## config.mk

```make
export PLATFORM = sky130hd
export DESIGN_NAME = led_chain_spi_symbol_encoder_flat
export DESIGN_NICKNAME = d
export VERILOG_FILES = /design/src/hw/rtl/lcse_pkg.sv /design/src/hw/rtl/lcse_channels_if.sv /design/src/hw/rtl/lcse_pixel_store.sv /design/src/hw/rtl/lcse_scaler.sv /design/src/hw/rtl/lcse_serializer.sv /design/src/hw/rtl/led_chain_spi_symbol_encoder.sv /design/src/flat_wrapper.sv
export SDC_FILE = /design/constraint.sdc
export NUM_CORES = 2
export LEC_CHECK = 0
export BUFFER_PORTS_ARGS = -buffer_cell sky130_fd_sc_hd__buf_2
export CORE_ASPECT_RATIO = 1.2
export CORE_MARGIN = 2
export CORE_UTILIZATION = 49
export CTS_BUF_LIST = sky130_fd_sc_hd__clkbuf_8
export DETAILED_ROUTE_END_ITERATION = 8
export PLACE_DENSITY_LB_ADDON = 0.05
export SYNTH_ARGS = -nofsm -noshare
export SYNTH_HDL_FRONTEND = slang
export SYNTH_SLANG_ARGS = --single-unit
```

## constraint.sdc

```tcl
create_clock -name clk -period 9.75 [get_ports clk]
set_input_delay 0 -clock clk [delete_from_list [all_inputs] [get_ports clk]]
set_output_delay 0 -clock clk [all_outputs]
set_load 0.05 [all_outputs]
```

## src/hw/rtl/lcse_pkg.sv

```systemverilog
// lcse_pkg: shared types, constants and helpers for the led chain spi symbol encoder
// depends on nothing; every other file of the block refers to it by scoped names

package lcse_pkg;

	localparam int CMD_W    = 2;
	localparam int IDX_W    = 6;
	localparam int CHAN_W   = 8;
	localparam int PIXEL_W  = 3 * CHAN_W;
	localparam int BRIGHT_W = 7;
	localparam int BYTE_W   = 8;

	localparam int BYTES_PER_PIXEL = 12;
	localparam int LATCH_BYTES     = 26;
	localparam int BYTE_CNT_W      = 5;

	localparam int MUL_W   = CHAN_W + BRIGHT_W;
	localparam int QUO_W   = 9;
	localparam int STEP_W  = 4;

	localparam logic [BRIGHT_W-1:0] BRIGHT_RESET = 7'd100;
	localparam logic [MUL_W-1:0]    DIV_INIT     = MUL_W'(100 << (QUO_W - 1));

	localparam logic [3:0] SYM_ONE  = 4'b1110;
	localparam logic [3:0] SYM_ZERO = 4'b1000;

	typedef enum logic [CMD_W-1:0] {
		CMD_WRITE = 2'd0,
		CMD_SEND  = 2'd1,
		CMD_LATCH = 2'd2
	} cmd_t;

	// load request from the control logic to the serializer
	typedef struct packed {
		logic pixel;
		logic latch;
	} ser_req_t;

	function automatic logic [3:0] symbol(input logic b);
		return b ? SYM_ONE : SYM_ZERO;
	endfunction

endpackage

```

## src/hw/rtl/lcse_channels_if.sv

```systemverilog
// lcse_cmd_if and lcse_byte_if: valid/ready channels of the encoder
// depends on lcse_pkg for the field widths

interface lcse_cmd_if;
	logic                         valid;
	logic                         ready;
	logic [lcse_pkg::CMD_W-1:0]  cmd;
	logic [lcse_pkg::IDX_W-1:0]  pixel_index;
	logic [lcse_pkg::CHAN_W-1:0] red_value;
	logic [lcse_pkg::CHAN_W-1:0] green_value;
	logic [lcse_pkg::CHAN_W-1:0] blue_value;

	modport source (output valid, cmd, pixel_index, red_value, green_value, blue_value,
		input ready);
	modport sink (input valid, cmd, pixel_index, red_value, green_value, blue_value,
		output ready);
endinterface

interface lcse_byte_if;
	logic                         valid;
	logic                         ready;
	logic [lcse_pkg::BYTE_W-1:0] spi_byte;
	logic                         last_of_run;

	modport source (output valid, spi_byte, last_of_run, input ready);
	modport sink (input valid, spi_byte, last_of_run, output ready);
endinterface

```

## src/hw/rtl/lcse_pixel_store.sv

```systemverilog
// lcse_pixel_store: frame memory of rgb pixels with registered read
// per-entry valid flops make unwritten entries read as black; uses lcse_pkg

module lcse_pixel_store #(
	parameter int DEPTH = 64,
	parameter int AW    = 6
) (
	input  logic                          clk,
	input  logic                          arst_n,
	input  logic                          wr_en,
	input  logic [AW-1:0]                 wr_addr,
	input  logic [lcse_pkg::PIXEL_W-1:0] wr_data,
	input  logic                          rd_en,
	input  logic [AW-1:0]                 rd_addr,
	output logic [lcse_pkg::PIXEL_W-1:0] rd_data
);

	logic [lcse_pkg::PIXEL_W-1:0] mem_q [DEPTH];
	logic [DEPTH-1:0]             valid_q;
	logic [lcse_pkg::PIXEL_W-1:0] rd_data_q;
	logic                         rd_ok_q;

	always_ff @(posedge clk) begin
		if (wr_en) begin
			mem_q[wr_addr] <= wr_data;
		end
		if (rd_en) begin
			rd_data_q <= mem_q[rd_addr];
		end
	end

	always_ff @(posedge clk or negedge arst_n) begin
		if (!arst_n) begin
			valid_q <= '0;
			rd_ok_q <= 1'b0;
		end else begin
			if (wr_en) begin
				valid_q[wr_addr] <= 1'b1;
			end
			rd_ok_q <= rd_en && valid_q[rd_addr];
		end
	end

	assign rd_data = rd_ok_q ? rd_data_q : '0;

endmodule

```

## src/hw/rtl/lcse_scaler.sv

```systemverilog
// lcse_scaler: brightness scaling of three colour lanes, floor(c * b / 100), saturated
// bit-serial shift-add multiply then restoring division by a constant; uses lcse_pkg

module lcse_scaler (
	input  logic                           clk,
	input  logic                           arst_n,
	input  logic                           start,
	input  logic [lcse_pkg::PIXEL_W-1:0]  pixel,
	input  logic [lcse_pkg::BRIGHT_W-1:0] brightness,
	output logic                           done,
	output logic [lcse_pkg::PIXEL_W-1:0]  scaled
);

	typedef enum logic [1:0] {
		SC_IDLE,
		SC_MUL,
		SC_DIV
	} sc_state_t;

	sc_state_t                         state_q;
	logic [lcse_pkg::STEP_W-1:0]       step_q;
	logic                              done_q;
	logic [lcse_pkg::CHAN_W-1:0]       chan_q [3];
	logic [lcse_pkg::MUL_W-1:0]        acc_q  [3];
	logic [lcse_pkg::QUO_W-1:0]        quo_q  [3];
	logic [lcse_pkg::MUL_W-1:0]        div_q;

	// lane 0 green, lane 1 red, lane 2 blue
	always_ff @(posedge clk or negedge arst_n) begin
		if (!arst_n) begin
			state_q <= SC_IDLE;
			step_q  <= '0;
			done_q  <= 1'b0;
		end else begin
			done_q <= 1'b0;
			case (state_q)
				SC_IDLE: begin
					if (start) begin
						state_q <= SC_MUL;
						step_q  <= lcse_pkg::STEP_W'(lcse_pkg::CHAN_W - 1);
					end
				end
				SC_MUL: begin
					if (step_q == '0) begin
						state_q <= SC_DIV;
						step_q  <= lcse_pkg::STEP_W'(lcse_pkg::QUO_W - 1);
					end else begin
						step_q <= step_q - 1'b1;
					end
				end
				SC_DIV: begin
					if (step_q == '0) begin
						state_q <= SC_IDLE;
						done_q  <= 1'b1;
					end else begin
						step_q <= step_q - 1'b1;
					end
				end
				default: begin
					state_q <= SC_IDLE;
				end
			endcase
		end
	end

	always_ff @(posedge clk) begin
		case (state_q)
			SC_IDLE: begin
				if (start) begin
					chan_q[0] <= pixel[lcse_pkg::CHAN_W +: lcse_pkg::CHAN_W];
					chan_q[1] <= pixel[2*lcse_pkg::CHAN_W +: lcse_pkg::CHAN_W];
					chan_q[2] <= pixel[0 +: lcse_pkg::CHAN_W];
					for (int i = 0; i < 3; i++) begin
						acc_q[i] <= '0;
					end
				end
			end
			SC_MUL: begin
				for (int i = 0; i < 3; i++) begin
					acc_q[i]  <= {acc_q[i][lcse_pkg::MUL_W-2:0], 1'b0}
						+ (chan_q[i][lcse_pkg::CHAN_W-1] ?
						lcse_pkg::MUL_W'(brightness) : '0);
					chan_q[i] <= {chan_q[i][lcse_pkg::CHAN_W-2:0], 1'b0};
					quo_q[i]  <= '0;
				end
				div_q <= lcse_pkg::DIV_INIT;
			end
			SC_DIV: begin
				for (int i = 0; i < 3; i++) begin
					if (acc_q[i] >= div_q) begin
						acc_q[i] <= acc_q[i] - div_q;
						quo_q[i] <= {quo_q[i][lcse_pkg::QUO_W-2:0], 1'b1};
					end else begin
						quo_q[i] <= {quo_q[i][lcse_pkg::QUO_W-2:0], 1'b0};
					end
				end
				div_q <= {1'b0, div_q[lcse_pkg::MUL_W-1:1]};
			end
			default: begin
			end
		endcase
	end

	always_comb begin
		for (int i = 0; i < 3; i++) begin
			scaled[(2-i)*lcse_pkg::CHAN_W +: lcse_pkg::CHAN_W] =
				quo_q[i][lcse_pkg::QUO_W-1] ? '1 : quo_q[i][lcse_pkg::CHAN_W-1:0];
		end
	end

	assign done = done_q;

endmodule

```

## src/hw/rtl/lcse_serializer.sv

```systemverilog
// lcse_serializer: turns a scaled g,r,b word into twelve symbol bytes, or a zero reset run
// two colour bits leave the shift register per byte; drives lcse_byte_if; uses lcse_pkg

module lcse_serializer (
	input  logic                          clk,
	input  logic                          arst_n,
	input  lcse_pkg::ser_req_t            req,
	input  logic [lcse_pkg::PIXEL_W-1:0] grb,
	output logic                          busy,
	lcse_byte_if.source                   link
);

	logic [lcse_pkg::BYTE_CNT_W-1:0] cnt_q;
	logic                            latch_q;
	logic [lcse_pkg::PIXEL_W-1:0]    shift_q;
	logic                            valid_q;
	logic [lcse_pkg::BYTE_W-1:0]     byte_q;
	logic                            last_q;
	logic                            advance;

	assign advance = (cnt_q != '0) && (!valid_q || link.ready);

	always_ff @(posedge clk or negedge arst_n) begin
		if (!arst_n) begin
			cnt_q   <= '0;
			latch_q <= 1'b0;
			valid_q <= 1'b0;
		end else begin
			if (valid_q && link.ready) begin
				valid_q <= 1'b0;
			end
			if (req.pixel) begin
				cnt_q   <= lcse_pkg::BYTE_CNT_W'(lcse_pkg::BYTES_PER_PIXEL);
				latch_q <= 1'b0;
			end else if (req.latch) begin
				cnt_q   <= lcse_pkg::BYTE_CNT_W'(lcse_pkg::LATCH_BYTES);
				latch_q <= 1'b1;
			end else if (advance) begin
				cnt_q   <= cnt_q - 1'b1;
				valid_q <= 1'b1;
			end
		end
	end

	always_ff @(posedge clk) begin
		if (req.pixel) begin
			shift_q <= grb;
		end else if (advance) begin
			shift_q <= {shift_q[lcse_pkg::PIXEL_W-3:0], 2'b00};
			byte_q  <= latch_q ? '0 : {lcse_pkg::symbol(shift_q[lcse_pkg::PIXEL_W-1]),
				lcse_pkg::symbol(shift_q[lcse_pkg::PIXEL_W-2])};
			last_q  <= (cnt_q == lcse_pkg::BYTE_CNT_W'(1));
		end
	end

	assign busy             = (cnt_q != '0);
	assign link.valid       = valid_q;
	assign link.spi_byte    = byte_q;
	assign link.last_of_run = last_q;

endmodule

```

## src/hw/rtl/led_chain_spi_symbol_encoder.sv

```systemverilog
// led_chain_spi_symbol_encoder: top level of the led chain spi symbol encoder
// depends on lcse_pkg, lcse_channels_if, lcse_pixel_store, lcse_scaler, lcse_serializer
//
// host carries command items: a pixel write stores a colour by index and gives no
// output, a send emits the twelve symbol bytes of the next chain pixel (green, red,
// blue, msb first, serpentine order), a latch emits twenty-six zero bytes and rewinds
// the chain. link carries the bytes; last_of_run marks the final byte of a command.
// cfg_we/cfg_wdata write the brightness percent; write it only while the block is idle.
// A send does a store read, then runs the bit-serial scaler (8 multiply steps, 9
// divide steps), then loads the serializer, then emits one byte per cycle while link
// is ready. A latch loads the serializer with the zero run. When link stalls, the
// byte in the output register holds and the serializer waits; host ready stays low
// until the last byte of the run is loaded.
// Reset clears the chain position, sets brightness to 100 and marks every stored
// pixel black through per-entry valid flops; no clearing pass is needed.

module led_chain_spi_symbol_encoder #(
	parameter int NUM_LEDS = 64
) (
	input  logic                           clk,
	input  logic                           arst_n,
	input  logic                           cfg_we,
	input  logic [lcse_pkg::BRIGHT_W-1:0] cfg_wdata,
	lcse_cmd_if.sink                       host,
	lcse_byte_if.source                    link
);

	localparam int POS_W       = $clog2(NUM_LEDS);
	localparam int POS_XW      = (POS_W < 4) ? 4 : POS_W;
	localparam int STORE_DEPTH = (NUM_LEDS < (1 << lcse_pkg::IDX_W)) ?
		NUM_LEDS : (1 << lcse_pkg::IDX_W);
	localparam int MEM_AW      = $clog2(STORE_DEPTH);

	typedef enum logic [1:0] {
		ST_IDLE,
		ST_READ,
		ST_SCALE
	} state_t;

	state_t                          state_q;
	logic [POS_W-1:0]                pos_q;
	logic [lcse_pkg::BRIGHT_W-1:0]  bright_q;
	logic                            accept;
	logic                            wr_en;
	logic                            rd_en;
	logic [POS_XW-1:0]               pos_x;
	logic [POS_XW-1:0]               mapped;
	logic                            mapped_ok;
	logic [lcse_pkg::PIXEL_W-1:0]   rd_pixel;
	logic                            sc_start;
	logic                            sc_done;
	logic [lcse_pkg::PIXEL_W-1:0]   sc_grb;
	logic                            ser_busy;
	lcse_pkg::ser_req_t              ser_req;

	assign host.ready = (state_q == ST_IDLE) && !ser_busy;
	assign accept     = host.valid && host.ready;

	// odd rows of eight run backwards
	assign pos_x     = POS_XW'(pos_q);
	assign mapped    = pos_x[3] ? (pos_x ^ POS_XW'(7)) : pos_x;
	assign mapped_ok = ({1'b0, mapped} < (POS_XW + 1)'(STORE_DEPTH));

	assign wr_en = accept && (lcse_pkg::cmd_t'(host.cmd) == lcse_pkg::CMD_WRITE)
		&& ({1'b0, host.pixel_index} < (lcse_pkg::IDX_W + 1)'(STORE_DEPTH));
	assign rd_en = accept && (lcse_pkg::cmd_t'(host.cmd) == lcse_pkg::CMD_SEND) && mapped_ok;

	assign sc_start      = (state_q == ST_READ);
	assign ser_req.pixel = sc_done;
	assign ser_req.latch = accept && (lcse_pkg::cmd_t'(host.cmd) == lcse_pkg::CMD_LATCH);

	always_ff @(posedge clk or negedge arst_n) begin
		if (!arst_n) begin
			bright_q <= lcse_pkg::BRIGHT_RESET;
		end else if (cfg_we) begin
			bright_q <= cfg_wdata;
		end
	end

	always_ff @(posedge clk or negedge arst_n) begin
		if (!arst_n) begin
			state_q <= ST_IDLE;
			pos_q   <= '0;
		end else begin
			case (state_q)
				ST_IDLE: begin
					if (accept) begin
						case (lcse_pkg::cmd_t'(host.cmd))
							lcse_pkg::CMD_SEND: begin
								state_q <= ST_READ;
								pos_q   <= (pos_q == POS_W'(NUM_LEDS - 1)) ?
									'0 : pos_q + 1'b1;
							end
							lcse_pkg::CMD_LATCH: begin
								pos_q <= '0;
							end
							default: begin
							end
						endcase
					end
				end
				ST_READ: begin
					state_q <= ST_SCALE;
				end
				ST_SCALE: begin
					if (sc_done) begin
						state_q <= ST_IDLE;
					end
				end
				default: begin
					state_q <= ST_IDLE;
				end
			endcase
		end
	end

	lcse_pixel_store #(
		.DEPTH (STORE_DEPTH),
		.AW    (MEM_AW)
	) u_store (
		.clk     (clk),
		.arst_n  (arst_n),
		.wr_en   (wr_en),
		.wr_addr (host.pixel_index[MEM_AW-1:0]),
		.wr_data ({host.red_value, host.green_value, host.blue_value}),
		.rd_en   (rd_en),
		.rd_addr (mapped[MEM_AW-1:0]),
		.rd_data (rd_pixel)
	);

	lcse_scaler u_scaler (
		.clk        (clk),
		.arst_n     (arst_n),
		.start      (sc_start),
		.pixel      (rd_pixel),
		.brightness (bright_q),
		.done       (sc_done),
		.scaled     (sc_grb)
	);

	lcse_serializer u_ser (
		.clk    (clk),
		.arst_n (arst_n),
		.req    (ser_req),
		.grb    (sc_grb),
		.busy   (ser_busy),
		.link   (link)
	);

`ifndef SYNTHESIS
	a_send_blocks_next: assert property (@(posedge clk) disable iff (!arst_n)
		(accept && (lcse_pkg::cmd_t'(host.cmd) == lcse_pkg::CMD_SEND)) |=> !host.ready)
		else $error("host ready right after a send item");

	a_done_in_scale: assert property (@(posedge clk) disable iff (!arst_n)
		sc_done |-> (state_q == ST_SCALE))
		else $error("scaler finished outside of a send");

	a_byte_symbols: assert property (@(posedge clk) disable iff (!arst_n)
		link.valid |-> ((link.spi_byte == '0)
		|| (link.spi_byte[7:4] == lcse_pkg::SYM_ONE)
		|| (link.spi_byte[7:4] == lcse_pkg::SYM_ZERO)))
		else $error("output byte is neither a symbol pair nor a reset byte");

	a_pos_range: assert property (@(posedge clk) disable iff (!arst_n)
		(32'(pos_q) < NUM_LEDS))
		else $error("chain position past the last led");
`endif

endmodule
```

## src/flat_wrapper.sv

```systemverilog
// flat-port wrapper written by rule: the top's interface ports become plain ports
module led_chain_spi_symbol_encoder_flat 
#(
	parameter int NUM_LEDS = 64
)
  (clk, arst_n, cfg_we, cfg_wdata, host_valid, host_cmd, host_pixel_index, host_red_value, host_green_value, host_blue_value, host_ready, link_valid, link_spi_byte, link_last_of_run, link_ready);
  lcse_cmd_if host_i ();
  lcse_byte_if link_i ();
  input  logic clk;
  input  logic arst_n;
  input  logic cfg_we;
  input  logic [lcse_pkg::BRIGHT_W-1:0] cfg_wdata;
  input wire logic [$bits(host_i.valid)-1:0] host_valid;
  input wire logic [$bits(host_i.cmd)-1:0] host_cmd;
  input wire logic [$bits(host_i.pixel_index)-1:0] host_pixel_index;
  input wire logic [$bits(host_i.red_value)-1:0] host_red_value;
  input wire logic [$bits(host_i.green_value)-1:0] host_green_value;
  input wire logic [$bits(host_i.blue_value)-1:0] host_blue_value;
  output wire logic [$bits(host_i.ready)-1:0] host_ready;
  output wire logic [$bits(link_i.valid)-1:0] link_valid;
  output wire logic [$bits(link_i.spi_byte)-1:0] link_spi_byte;
  output wire logic [$bits(link_i.last_of_run)-1:0] link_last_of_run;
  input wire logic [$bits(link_i.ready)-1:0] link_ready;
  assign host_i.valid = host_valid;
  assign host_i.cmd = host_cmd;
  assign host_i.pixel_index = host_pixel_index;
  assign host_i.red_value = host_red_value;
  assign host_i.green_value = host_green_value;
  assign host_i.blue_value = host_blue_value;
  assign host_ready = host_i.ready;
  assign link_valid = link_i.valid;
  assign link_spi_byte = link_i.spi_byte;
  assign link_last_of_run = link_i.last_of_run;
  assign link_i.ready = link_ready;
  led_chain_spi_symbol_encoder #(.NUM_LEDS(NUM_LEDS)) u_core (.clk(clk), .arst_n(arst_n), .cfg_we(cfg_we), .cfg_wdata(cfg_wdata), .host(host_i), .link(link_i));
endmodule
```

==> impl_metrics.py <==
metrics = {
    "timing": {
        "tns_ps": 0,
        "hold_viol_final": 0,
        "maxSlewViolCount": 0,
        "rsz0062_at_grt": "no",
        "fin_worst_skew_ps": 56.09,
        "min_period_over_period": 0.5348,
        "relSlewSlack": 0.1085,
        "fmax_mhz": 191.8,
        "period_minus_slack_ps": 5214,
        "setup_viol": 0,
        "worst_pin_slew_ps": 1337,
    },
    "synth": {
        "synth.most_common_cell": "edfxtp_1",
        "netlist.area_leader.share": 0.7029,
        "postSynthCellCount": 3606,
        "synth_cell_types": 72,
        "synth-seq-cells": 1793,
        "yosysWarningCount": 0,
        "synth_top_cells_by_area": "edfxtp_1, mux4_2, dfrtp_1",
        "async_flop_share": 0.05243,
        "synth_common_cells": "edfxtp_1, mux4_2, nor2_1",
        "netlist_area_um2": 72540,
        "synth-edff-count": 1698,
        "synth.avg_cell_area_um2": 20.12,
        "yosysTopAreaCell": "edfxtp_1",
        "yosysSeqAreaShare": 0.7356,
        "synthFlopType": "edfxtp_1",
    },
    "floorplanning": {
        "die_area_um2": 151200,
        "start_util": 0.4941,
        "die_x_um": 355.2,
        "die_height_um": 425.5,
        "num_rows": 154,
        "io_pins": 55,
        "core-area_um2": 146800,
    },
    "layout": {
        "drive_gt1_frac": 0.2741,
        "syn_to_final_growth_pct": 12.80,
        "finalNonFillerCells": 6106,
        "fillers": 11230,
        "nets": 4084,
        "final_cell_area_um2": 81830,
    },
    "clocking": {
        "cts_repair_resize_count": 0,
        "clkTransAtPathRegs_ps": 60,
        "cts_root_buffer": "clkbuf_8",
        "cts_made_buffers": 299,
        "clkLatencyLatePin_ps": 1030,
        "cts_buffer_depth": 4,
        "cts_tree": "done",
        "htreeDepth": 5,
        "clock-sinks": 1793,
    },
    "route": {
        "num_vias": 37750,
        "wl_um": 199000,
        "drc": 0,
        "ant_nets": 0,
        "vias_per_cell": 6.182,
        "wl_per_cell_um": 32.59,
        "first_pass_iters": 8,
        "drt_iter0_drc": 4116,
    },
    "global_route": {
        "grt_overflow": 0,
        "grt_first_pass_wirelength_um": 282300,
        "grt_start_max_net_pins": 129,
        "antenna_found_initial": 8,
        "track_usage": 0.2659,
        "grt_pass1_vias": 39170,
    },
    "min_path": {
        "hold_path.class": "in -> reg",
    },
    "pwr": {
        "cellPowerDensity_nw_per_um2": 254.4,
        "leakage_nw": 27.16,
        "ir_drop_mv": 0.1853,
    },
    "place": {
        "dpl.hpwl_um": 112100,
        "gp_congestion": 0.8508,
        "portBuffers": 52,
        "dp.cells": 5540,
        "postPlaceCellArea_um2": 75890,
    },
    "setup_path": {
        "cp_max_fo": 42,
        "crit_required_ps": 10460,
        "path_class": "reg -> reg",
        "r2r_slack_ps": 4540,
        "endpoint_kind": "flop",
        "cp-start-kind": "flop",
        "arrival_ps": 5920,
    },
    "status": {
        "status": "finished clean",
    },
    "job": {
        "maxCapViolCount": 0,
    },
}
==> through the flow <==
| stage | util | setup slack [ps] | hold WS [ps] | power [mW] |
|---|---|---|---|---|
| finish | 0.5573 | 4536 | 137.3 | 20.82 |
| global route | 0.5573 | 4277 | 137.4 | 21.71 |
| CTS | 0.5572 | 4454 | 32.99 | 21.01 |
| detailed placement | 0.5169 | 4466 | -62.19 | 14.88 |
| global placement | 0.5169 | 4461 | -69.28 | 14.76 |
| floorplan | - | 6258 | -295.6 | 13.21 |
==> critical path, cell delays in order, from the launching register on <==
cell     delay [ps]
dfrtp_4         650
xnor2_4         590
buf_4           780
buf_4           770
mux4_2          610
mux4_2          540
nor2b_1         690
nor4_1          150
==> report_power, final <==
| part | internal, mW | switching, mW |
|---|---|---|
| combinational | 2.46 | 3.10 |
| clock | 3.16 | 2.92 |
| sequential | 8.91 | 0.272 |
| total | 14.5 | 6.29 |
==> logic make-up after synthesis <==
family	after synthesis	synth area share
flops	1793	0.7356
compound gates	364	0.03298
fa+ha+maj	84	0.01511
other cells	1	0.00005169
xor+xnor	67	0.008193
mux	576	0.1618
simple gates	495	0.03319
buf+inv	226	0.01302
==> final cells by class <==
cell class,instances,area [µm²],area share
Multi-Input combinational cell,1588,18760,0.2293
Sequential cell,1793,53380,0.6523
Clock inverter,184,960.9,0.01174
Timing Repair Buffer,224,1777,0.02171
Antenna cell,4,10.01,0.0001223
Inverter,50,192.7,0.002355
Clock buffer,313,4308,0.05265
Tap cell,1950,2440,0.02982
==> timing repair <==
item | CTS | global route
hold buffers | 65 | 0
endpoints found under the hold margin | 1847 | 0
setup buffers | 0 | 0
setup endpoints to repair | 0 | 0
==> flip-flops by register name, indices dropped and copies added (netlist names), 2 cells and up <==
name                        count
u_core.u_store.mem_q         1536
u_core.u_store.valid_q         64
u_core.u_scaler.acc_q          45
u_core.u_scaler.quo_q          27
u_core.u_scaler.chan_q         24
u_core.u_ser.shift_q           24
u_core.u_store.rd_data_q       24
u_core.u_scaler.div_q          15
u_core.bright_q                 7
u_core.pos_q                    6
u_core.u_ser.cnt_q              5
u_core.u_scaler.step_q          4
u_core.u_ser.link.spi_byte      3
u_core.state_q                  2
u_core.u_scaler.state_q         2
==> per-layer routing <==
metal  track usage  wire length (µm)
met5             0                28
met4       0.09951              7197
met3       0.04612             12180
met2        0.4450            100300
met1        0.3514             79270
==> path summary, 6_finish.rpt <==
path	start	end	cells after the start
hold / removal	host_pixel_index[3]	u_core.u_store.valid_q[33]$_DFFE_PN0P_	4
setup / recovery	u_core.pos_q[3]$_DFFE_PN0P_	u_core.u_store.rd_data_q[7]$_DFFE_PP_	7
setup reg to reg	u_core.pos_q[3]$_DFFE_PN0P_	u_core.u_store.rd_data_q[7]$_DFFE_PP_	7
max in group asynchronous	arst_n	u_core.pos_q[3]$_DFFE_PN0P_	5
hold reg to reg	u_core.u_store.valid_q[58]$_DFFE_PN0P_	u_core.u_store.valid_q[58]$_DFFE_PN0P_	1
min in group asynchronous	arst_n	u_core.u_ser.cnt_q[2]$_DFFE_PN0P_	5
==> layout by cell type, fill, tap and decap left out, types with 33 or more instances in the layout <==
master	synthesis	final
buf_2	44	51
o21bai_1	41	40
or2_2	35	35
mux2i_1	77	77
ha_1	78	75
nand2_1	133	133
buf_4	11	104
o21ai_0	58	56
dfrtp_1	91	87
clkinv_1	1	69
and2_1	49	49
mux4_2	475	475
edfxtp_1	1698	1698
nor2_4	0	59
a21oi_1	100	100
inv_1	49	117
xor2_1	34	33
dlygate4sd3_1	0	64
nor2_1	141	77
clkbuf_8	0	313
(Power assumes the default switching activity.)
